`src/design/svhs_pkg.sv`:
```
package svhs_pkg;

    // Signed working word for fractions and rates, all brought to a Q.48 scale.
    typedef logic signed [63:0] t_q;

    localparam t_q ONE_Q48 = 64'sh0001_0000_0000_0000;
    localparam t_q SAT_LIM = 64'sh3FFF_FFFF_FFFF_FFFF;

    // Operand and destination locations: codes below 32 are scratch memory
    // addresses, codes from 32 up name state registers and derived constants.
    typedef logic [5:0] t_loc;

    localparam t_loc L_BETA = 6'd0;
    localparam t_loc L_G    = 6'd1;
    localparam t_loc L_DR   = 6'd2;
    localparam t_loc L_BI   = 6'd3;
    localparam t_loc L_T    = 6'd4;
    localparam t_loc L_W    = 6'd5;
    localparam t_loc L_INF  = 6'd6;
    localparam t_loc L_FS   = 6'd7;
    localparam t_loc L_FI   = 6'd8;
    localparam t_loc L_FV   = 6'd9;
    localparam t_loc L_FR   = 6'd10;
    localparam t_loc L_FD   = 6'd11;
    localparam t_loc L_FN   = 6'd12;
    localparam t_loc L_KS   = 6'd13;
    localparam t_loc L_KI   = 6'd14;
    localparam t_loc L_KV   = 6'd15;
    localparam t_loc L_T2   = 6'd16;
    localparam t_loc L_XS   = 6'd32;
    localparam t_loc L_XI   = 6'd33;
    localparam t_loc L_XV   = 6'd34;
    localparam t_loc L_XR   = 6'd35;
    localparam t_loc L_XD   = 6'd36;
    localparam t_loc L_XN   = 6'd37;
    localparam t_loc L_RN   = 6'd38;
    localparam t_loc L_INVT = 6'd39;
    localparam t_loc L_DTH  = 6'd40;
    localparam t_loc L_GIN  = 6'd41;
    localparam t_loc L_RR   = 6'd42;
    localparam t_loc L_U    = 6'd43;
    localparam t_loc L_VR   = 6'd44;
    localparam t_loc L_TS   = 6'd45;

    typedef enum logic [1:0] {SH_12, SH_16, SH_48, SH_49} t_shift;
    typedef enum logic {OP_ADD, OP_MUL} t_opk;

    typedef struct packed {
        t_opk   op;
        t_loc   a;
        logic   na;
        t_loc   b;
        logic   nb;
        t_shift sh;
        t_loc   dst;
    } t_uop;

    typedef logic [5:0] t_pc;
    localparam t_pc PROG_LAST = 6'd52;

    typedef logic [2:0] t_cfg_idx;
    localparam t_cfg_idx CFG_INVT   = 3'd0;
    localparam t_cfg_idx CFG_DTH    = 3'd1;
    localparam t_cfg_idx CFG_VRATE  = 3'd2;
    localparam t_cfg_idx CFG_EFF    = 3'd3;
    localparam t_cfg_idx CFG_TS     = 3'd4;
    localparam t_cfg_idx CFG_INIT_I = 3'd5;
    localparam t_cfg_idx CFG_INIT_V = 3'd6;

    typedef struct packed {
        logic        action;
        logic [32:0] reproduction_number;
        logic        start_vaccination;
    } t_in;

    typedef struct packed {
        logic [48:0] susceptible;
        logic [48:0] infectious;
        logic [48:0] recovered;
        logic [48:0] deceased;
        logic [48:0] vaccinated;
        logic [48:0] ever_infected;
        logic        vaccinating;
    } t_out;

    function automatic t_q clamp01(input t_q x);
        t_q r;
        r = x;
        if (x < 0) begin
            r = '0;
        end else if (x > ONE_Q48) begin
            r = ONE_Q48;
        end
        return r;
    endfunction

    function automatic t_uop mk_mul(input t_loc a, input t_loc b, input t_shift sh,
                                    input t_loc dst);
        t_uop u;
        u.op = OP_MUL;
        u.a = a;
        u.na = 1'b0;
        u.b = b;
        u.nb = 1'b0;
        u.sh = sh;
        u.dst = dst;
        return u;
    endfunction

    function automatic t_uop mk_add(input t_loc a, input logic na, input t_loc b,
                                    input logic nb, input t_loc dst);
        t_uop u;
        u.op = OP_ADD;
        u.a = a;
        u.na = na;
        u.b = b;
        u.nb = nb;
        u.sh = SH_48;
        u.dst = dst;
        return u;
    endfunction

    // Step program: rate products, predictor derivative, predictor state,
    // corrector derivative summed onto the first one, then the state update.
    function automatic t_uop prog(input t_pc pc);
        t_uop u;
        case (pc)
            6'd0:  u = mk_mul(L_RN, L_INVT, SH_12, L_BETA);
            6'd1:  u = mk_mul(L_GIN, L_INVT, SH_16, L_G);
            6'd2:  u = mk_mul(L_DTH, L_INVT, SH_16, L_DR);
            6'd3:  u = mk_mul(L_BETA, L_XI, SH_48, L_BI);
            6'd4:  u = mk_mul(L_U, L_XV, SH_48, L_T);
            6'd5:  u = mk_add(L_XS, 1'b0, L_T, 1'b0, L_W);
            6'd6:  u = mk_mul(L_BI, L_W, SH_48, L_FN);
            6'd7:  u = mk_mul(L_BI, L_XS, SH_48, L_T);
            6'd8:  u = mk_add(L_T, 1'b1, L_VR, 1'b1, L_FS);
            6'd9:  u = mk_mul(L_G, L_XI, SH_48, L_T);
            6'd10: u = mk_add(L_FN, 1'b0, L_T, 1'b1, L_FI);
            6'd11: u = mk_mul(L_RR, L_XI, SH_48, L_FR);
            6'd12: u = mk_mul(L_DR, L_XI, SH_48, L_FD);
            6'd13: u = mk_mul(L_BI, L_U, SH_48, L_T);
            6'd14: u = mk_mul(L_T, L_XV, SH_48, L_T);
            6'd15: u = mk_add(L_VR, 1'b0, L_T, 1'b1, L_FV);
            6'd16: u = mk_mul(L_TS, L_FS, SH_48, L_T);
            6'd17: u = mk_add(L_XS, 1'b0, L_T, 1'b0, L_KS);
            6'd18: u = mk_mul(L_TS, L_FI, SH_48, L_T);
            6'd19: u = mk_add(L_XI, 1'b0, L_T, 1'b0, L_KI);
            6'd20: u = mk_mul(L_TS, L_FV, SH_48, L_T);
            6'd21: u = mk_add(L_XV, 1'b0, L_T, 1'b0, L_KV);
            6'd22: u = mk_mul(L_BETA, L_KI, SH_48, L_BI);
            6'd23: u = mk_mul(L_U, L_KV, SH_48, L_T);
            6'd24: u = mk_add(L_KS, 1'b0, L_T, 1'b0, L_W);
            6'd25: u = mk_mul(L_BI, L_W, SH_48, L_INF);
            6'd26: u = mk_add(L_FN, 1'b0, L_INF, 1'b0, L_FN);
            6'd27: u = mk_mul(L_BI, L_KS, SH_48, L_T);
            6'd28: u = mk_add(L_T, 1'b1, L_VR, 1'b1, L_T2);
            6'd29: u = mk_add(L_FS, 1'b0, L_T2, 1'b0, L_FS);
            6'd30: u = mk_mul(L_G, L_KI, SH_48, L_T);
            6'd31: u = mk_add(L_INF, 1'b0, L_T, 1'b1, L_T2);
            6'd32: u = mk_add(L_FI, 1'b0, L_T2, 1'b0, L_FI);
            6'd33: u = mk_mul(L_RR, L_KI, SH_48, L_T);
            6'd34: u = mk_add(L_FR, 1'b0, L_T, 1'b0, L_FR);
            6'd35: u = mk_mul(L_DR, L_KI, SH_48, L_T);
            6'd36: u = mk_add(L_FD, 1'b0, L_T, 1'b0, L_FD);
            6'd37: u = mk_mul(L_BI, L_U, SH_48, L_T);
            6'd38: u = mk_mul(L_T, L_KV, SH_48, L_T);
            6'd39: u = mk_add(L_VR, 1'b0, L_T, 1'b1, L_T2);
            6'd40: u = mk_add(L_FV, 1'b0, L_T2, 1'b0, L_FV);
            6'd41: u = mk_mul(L_TS, L_FS, SH_49, L_T);
            6'd42: u = mk_add(L_XS, 1'b0, L_T, 1'b0, L_XS);
            6'd43: u = mk_mul(L_TS, L_FI, SH_49, L_T);
            6'd44: u = mk_add(L_XI, 1'b0, L_T, 1'b0, L_XI);
            6'd45: u = mk_mul(L_TS, L_FV, SH_49, L_T);
            6'd46: u = mk_add(L_XV, 1'b0, L_T, 1'b0, L_XV);
            6'd47: u = mk_mul(L_TS, L_FR, SH_49, L_T);
            6'd48: u = mk_add(L_XR, 1'b0, L_T, 1'b0, L_XR);
            6'd49: u = mk_mul(L_TS, L_FD, SH_49, L_T);
            6'd50: u = mk_add(L_XD, 1'b0, L_T, 1'b0, L_XD);
            6'd51: u = mk_mul(L_TS, L_FN, SH_49, L_T);
            6'd52: u = mk_add(L_XN, 1'b0, L_T, 1'b0, L_XN);
            default: u = mk_add(L_T, 1'b0, L_T, 1'b0, L_T);
        endcase
        return u;
    endfunction

endpackage

```
`src/design/svhs_mulq.sv`:
```
module svhs_mulq (
    input  logic            i_clk,
    input  logic            i_rst_n,
    input  logic            i_start,
    input  svhs_pkg::t_q    i_a,
    input  svhs_pkg::t_q    i_b,
    input  svhs_pkg::t_shift i_sh,
    output logic            o_done,
    output svhs_pkg::t_q    o_res
);
    import svhs_pkg::*;

    localparam logic [2:0] PH_LAST_PROD = 3'd3;
    localparam logic [2:0] PH_ACC       = 3'd4;
    localparam logic [2:0] PH_FIN       = 3'd5;

    logic         r_busy;
    logic [2:0]   r_ph;
    logic         r_done;
    logic         r_neg;
    logic [62:0]  r_ma;
    logic [62:0]  r_mb;
    t_shift       r_sh;
    logic [63:0]  r_prod;
    logic [1:0]   r_poff;
    logic [127:0] r_acc;
    t_q           r_res;

    logic [1:0]   k;
    logic [31:0]  ah;
    logic [31:0]  bh;
    logic [63:0]  prod;
    logic [1:0]   off;
    logic [127:0] acc_add;
    logic [127:0] shifted;
    logic [61:0]  mag;
    t_q           a_abs;
    t_q           b_abs;

    assign k       = r_ph[1:0];
    assign ah      = k[1] ? {1'b0, r_ma[62:32]} : r_ma[31:0];
    assign bh      = k[0] ? {1'b0, r_mb[62:32]} : r_mb[31:0];
    assign prod    = ah * bh;
    assign off     = {1'b0, k[1]} + {1'b0, k[0]};
    assign acc_add = {64'd0, r_prod} << {r_poff, 5'd0};
    assign a_abs   = i_a[63] ? -i_a : i_a;
    assign b_abs   = i_b[63] ? -i_b : i_b;

    always_comb begin
        case (r_sh)
            SH_12:   shifted = r_acc >> 12;
            SH_16:   shifted = r_acc >> 16;
            SH_48:   shifted = r_acc >> 48;
            SH_49:   shifted = r_acc >> 49;
            default: shifted = r_acc >> 48;
        endcase
        // Anything at or above 2^62 saturates to the symmetric limit.
        mag = (shifted[127:62] != '0) ? SAT_LIM[61:0] : shifted[61:0];
    end

    always_ff @(posedge i_clk) begin
        if (!i_rst_n) begin
            r_busy <= 1'b0;
            r_ph   <= '0;
            r_done <= 1'b0;
        end else begin
            r_done <= !i_start && r_busy && (r_ph == PH_FIN);
            if (i_start) begin
                r_busy <= 1'b1;
                r_ph   <= '0;
            end else if (r_busy) begin
                r_ph <= r_ph + 3'd1;
                if (r_ph == PH_FIN) begin
                    r_busy <= 1'b0;
                end
            end
        end
    end

    always_ff @(posedge i_clk) begin
        if (i_start) begin
            r_neg <= i_a[63] ^ i_b[63];
            r_ma  <= a_abs[62:0];
            r_mb  <= b_abs[62:0];
            r_sh  <= i_sh;
            r_acc <= '0;
        end else if (r_busy) begin
            if (r_ph <= PH_LAST_PROD) begin
                r_prod <= prod;
                r_poff <= off;
            end
            if ((r_ph != 3'd0) && (r_ph <= PH_ACC)) begin
                r_acc <= r_acc + acc_add;
            end
            if (r_ph == PH_FIN) begin
                r_res <= r_neg ? -t_q'({2'b00, mag}) : t_q'({2'b00, mag});
            end
        end
    end

    assign o_done = r_done;
    assign o_res  = r_res;

endmodule

```
`config.mk`:
```
export PLATFORM = sky130hd
export DESIGN_NAME = svhs_mulq
export DESIGN_NICKNAME = d
export VERILOG_FILES = /design/src/design/svhs_pkg.sv /design/src/design/svhs_mulq.sv
export SDC_FILE = /design/constraint.sdc
export NUM_CORES = 2
export LEC_CHECK = 0
export BUFFER_PORTS_ARGS = -buffer_cell sky130_fd_sc_hd__buf_2
export CAP_MARGIN = 20
export CORE_MARGIN = 1
export CORE_UTILIZATION = 68
export DETAILED_ROUTE_END_ITERATION = 7
export GPL_ROUTABILITY_DRIVEN = 0
export HOLD_SLACK_MARGIN = 0.06
export PLACE_DENSITY = 0.89
export SYNTH_ARGS = -nofsm -noshare
export SYNTH_HDL_FRONTEND = slang
export SYNTH_SLANG_ARGS = --single-unit
```
`constraint.sdc`:
```
create_clock -name i_clk -period 27.6 [get_ports i_clk]
set_input_delay 5.52 -clock i_clk [delete_from_list [all_inputs] [get_ports i_clk]]
set_output_delay 5.52 -clock i_clk [all_outputs]
set_load 0.02 [all_outputs]
```
==> flow_summary.yaml <==
sta:
  tns_ns: 0
  timing.final.hold_violations: 0
  achievable-frequency_ghz: 0.09542
  period_minus_slack_ns: 10.48
  report.final.slew_viol_count: 0
  slew_headroom: 0.07633
  worst_clock_skew_ns: 0.03637
  rsz0062_at_grt: "no"
  final.period_utilization: 0.3797
  worst_pin_slew_ns: 1.382
  finalSetupViolCount: 0
setup_path:
  crit_type: "flip-flop to flip-flop"
  cp_common_cell: "fa_1"
  ff2ff_path_depth: 30
  critical-path-max-stage-delay_ns: 0.67
  path_buf_inv: 6
  crit_path_start_kind: "flip-flop"
  required_ns: 28.01
  largest_delay_share_family_worst_path: "adder cells"
  critPathSlowestCell: "dfxtp_4"
  rr_startpoint: "r_ph[0]$_SDFFE_PP0P_"
  crit_path_end_kind: "flip-flop"
  rrSetupSlack_ns: 17.12
  crit_arrival_ns: 10.89
  crit-reg2reg-capture: "r_prod[62]$_DFFE_PP_"
  cp_max_fo: 38
route:
  routed_wire_length_per_instance_um: 26.46
  drc: 51
  num_vias: 54220
  postRouteAntennaNets: 0
  route.detailed.vias_per_inst: 6.887
  routed_wl_um: 208300
  dr.first_iter.drc_count: 8836
  firstDrtPassIters: 8
global_route:
  met1_usage: 0.5228
  grt_max_degree: 90
  grt_first_pass_wirelength_um: 313600
  grt_overflow_total: 0
  busiest_layer: "met2"
  antenna_violations_before_repair: 27
  grt_util_met2: 0.6619
  groute.usage.overall: 0.4657
  use_met3: 0.2449
  number_of_global_route_vias_before_repair: 55070
clock_tree:
  cts.htree.levels: 2
  clock_latency_ns: 0.69
  cts.clk_slew.worst_paths_ns: 0.08
  tritoncts.num_buffers: 46
  clk_path_buf_depth: 3
  post_cts.repair.setup_buffers: 0
  cts_hold_repair.buffers: 0
  cts_tree: "yes"
  postCtsResizedCells: 0
  ctsRootBufferMaster: "clkbuf_16"
  numClockSinks: 392
synthesis:
  synth.yosys.seq_area_share: 0.1729
  synth-async-reset-ratio: 0
  post_synth.cell_area_avg_um2: 9.024
  synth_seq_cells: 392
  synth.area.top_cells: "fa_1 30%, edfxtp_1 13%, ha_1 8.2%"
  ys_warn_count: 0
  synth.distinct_cells: 95
  netlist.top_cell.by_area: "fa_1"
  synth_commonest_cells: "912 x inv_1, 897 x fa_1, 848 x nor2_1, 767 x nand2_1, 397 x ha_1"
  synth.cell_area_mm2: 0.06038
  synth_top_flop_cell: "edfxtp_1"
  synth_edf_count: 259
  netlist.area_leader.share: 0.2974
  synthMostInstantiatedCell: "inv_1"
  syn-instance-count: 6691
  synth_nets: 8118
layout:
  drive_above_1_share: 0.08611
  n_fill_cell: 5770
  multi_input_comb_area_mm2: 0.04530
  storage_cell_area_mm2: 0.01045
  layout.nets: 8092
  growth_of_design_area_from_synthesis_to_finish_pct: 5.875
floorplan:
  die-width_um: 300.0
  die_h_um: 300.0
  placeableCoreArea_mm2: 0.08729
  core.rowCount: 108
  die_area_mm2: 0.08999
  floorplan.io_pins: 198
  initial_utilization: 0.6917
hold_path:
  hold_path_depth: 2
  hold_path_end: "r_acc[11]$_SDFFE_PP0P_"
  worstHoldPathType: "flip-flop to flip-flop"
  holdCritStartpoint: "r_acc[11]$_SDFFE_PP0P_"
status:
  violations: "DRC"
  status: "complete, but fails checks"
placement:
  dpl.hpwl_um: 154900
  port-buffer-count: 197
job:
  maxCapViolations: 0
-- worst reg2reg max path: cells and delay by family (launching register included) --
kind,cells,cell delay (ns)
multiplexers,1,0.37
flip-flops,1,0.67
XOR/XNOR,1,0.16
adder cells (fa/ha/maj),9,4.42
AO/OA/AOI/OAI,10,2.53
AND/OR/NAND/NOR,3,0.69
buffers and inverters,6,1.37
-- area by class of cell --
| cell class | count | area share |
|---|---|---|
| Multi-Input combinational cell | 5025 | 0.7086 |
| Clock buffer | 54 | 0.01879 |
| Antenna cell | 17 | 0.0006654 |
| Tap cell | 1155 | 0.02261 |
| Inverter | 914 | 0.05367 |
| Timing Repair Buffer | 286 | 0.02630 |
| Clock inverter | 30 | 0.005930 |
| Sequential cell | 392 | 0.1634 |
-- per-stage QoR --
stage	cell area, um2	hold slack, ns	setup WS [ns]	cells	util
floorplan	60380	0.4362	18.27	6691	-
global placement	62260	0.4420	17.74	7769	0.7133
detailed placement	62260	0.4578	17.47	7769	0.7133
CTS	63850	0.4656	17.42	7853	0.7314
global route	63890	0.4783	16.84	7856	0.7319
finish	63930	0.4691	17.12	7873	0.7323
-- routing by layer --
| metal | vias to the layer above | routed length (um) |
|---|---|---|
| li1 | 21930 | - |
| met1 | 25360 | 62720 |
| met2 | 5071 | 85390 |
| met3 | 1840 | 38130 |
| met4 | 26 | 21790 |
| met5 | - | 252 |
-- state kept, by name (all words and copies together) (netlist names) --
register and count:
r_acc 128, o_res 64, r_prod 64, r_ma 63
r_mb 63, r_ph 3, r_poff 2, r_sh 2
o_done 1, r_busy 1, r_neg 1
-- layout by cell type (no fill, tap or decap), drive strengths merged, types with 23 or more instances in the layout --
cell type    n
mux2        65
a211oi      32
and2        44
nand4       90
a22o        75
nand2      768
mux4        55
o21ai      212
a31oi       47
a21o       127
nor3        60
edfxtp     259
or4         23
or3         39
nor2b       54
mux2i      110
inv        919
xor2        96
ha         397
o21bai      42
fa         897
nand2b      28
clkbuf      55
o31ai       59
nor4        32
nand3       43
buf        285
nor2       853
dfxtp      133
xnor2      232
a21oi      339
-- worst max path at each step --
stage,to,cells after the start,start
floorplan,r_prod[62]$_DFFE_PP_,31,r_ph[0]$_SDFFE_PP0P_
global placement,r_prod[62]$_DFFE_PP_,30,r_ph[0]$_SDFFE_PP0P_
detailed placement,r_prod[62]$_DFFE_PP_,30,r_ph[0]$_SDFFE_PP0P_
CTS,r_prod[62]$_DFFE_PP_,30,r_ph[0]$_SDFFE_PP0P_
global route,r_prod[62]$_DFFE_PP_,30,r_ph[0]$_SDFFE_PP0P_
finish,r_prod[62]$_DFFE_PP_,30,r_ph[0]$_SDFFE_PP0P_
-- logic make-up after synthesis --
| group | count (synthesis) | synth area share |
|---|---|---|
| compound gates | 1085 | 0.1157 |
| xor+xnor | 328 | 0.04758 |
| fa+ha+maj | 1294 | 0.3797 |
| buf+inv | 1274 | 0.08067 |
| flops | 392 | 0.1729 |
| mux | 230 | 0.05137 |
| simple gates | 2088 | 0.1521 |
Power is left out: the tool's default activity adds up to more than one toggle a clock period on the data nets, which glitch-free logic cannot reach.
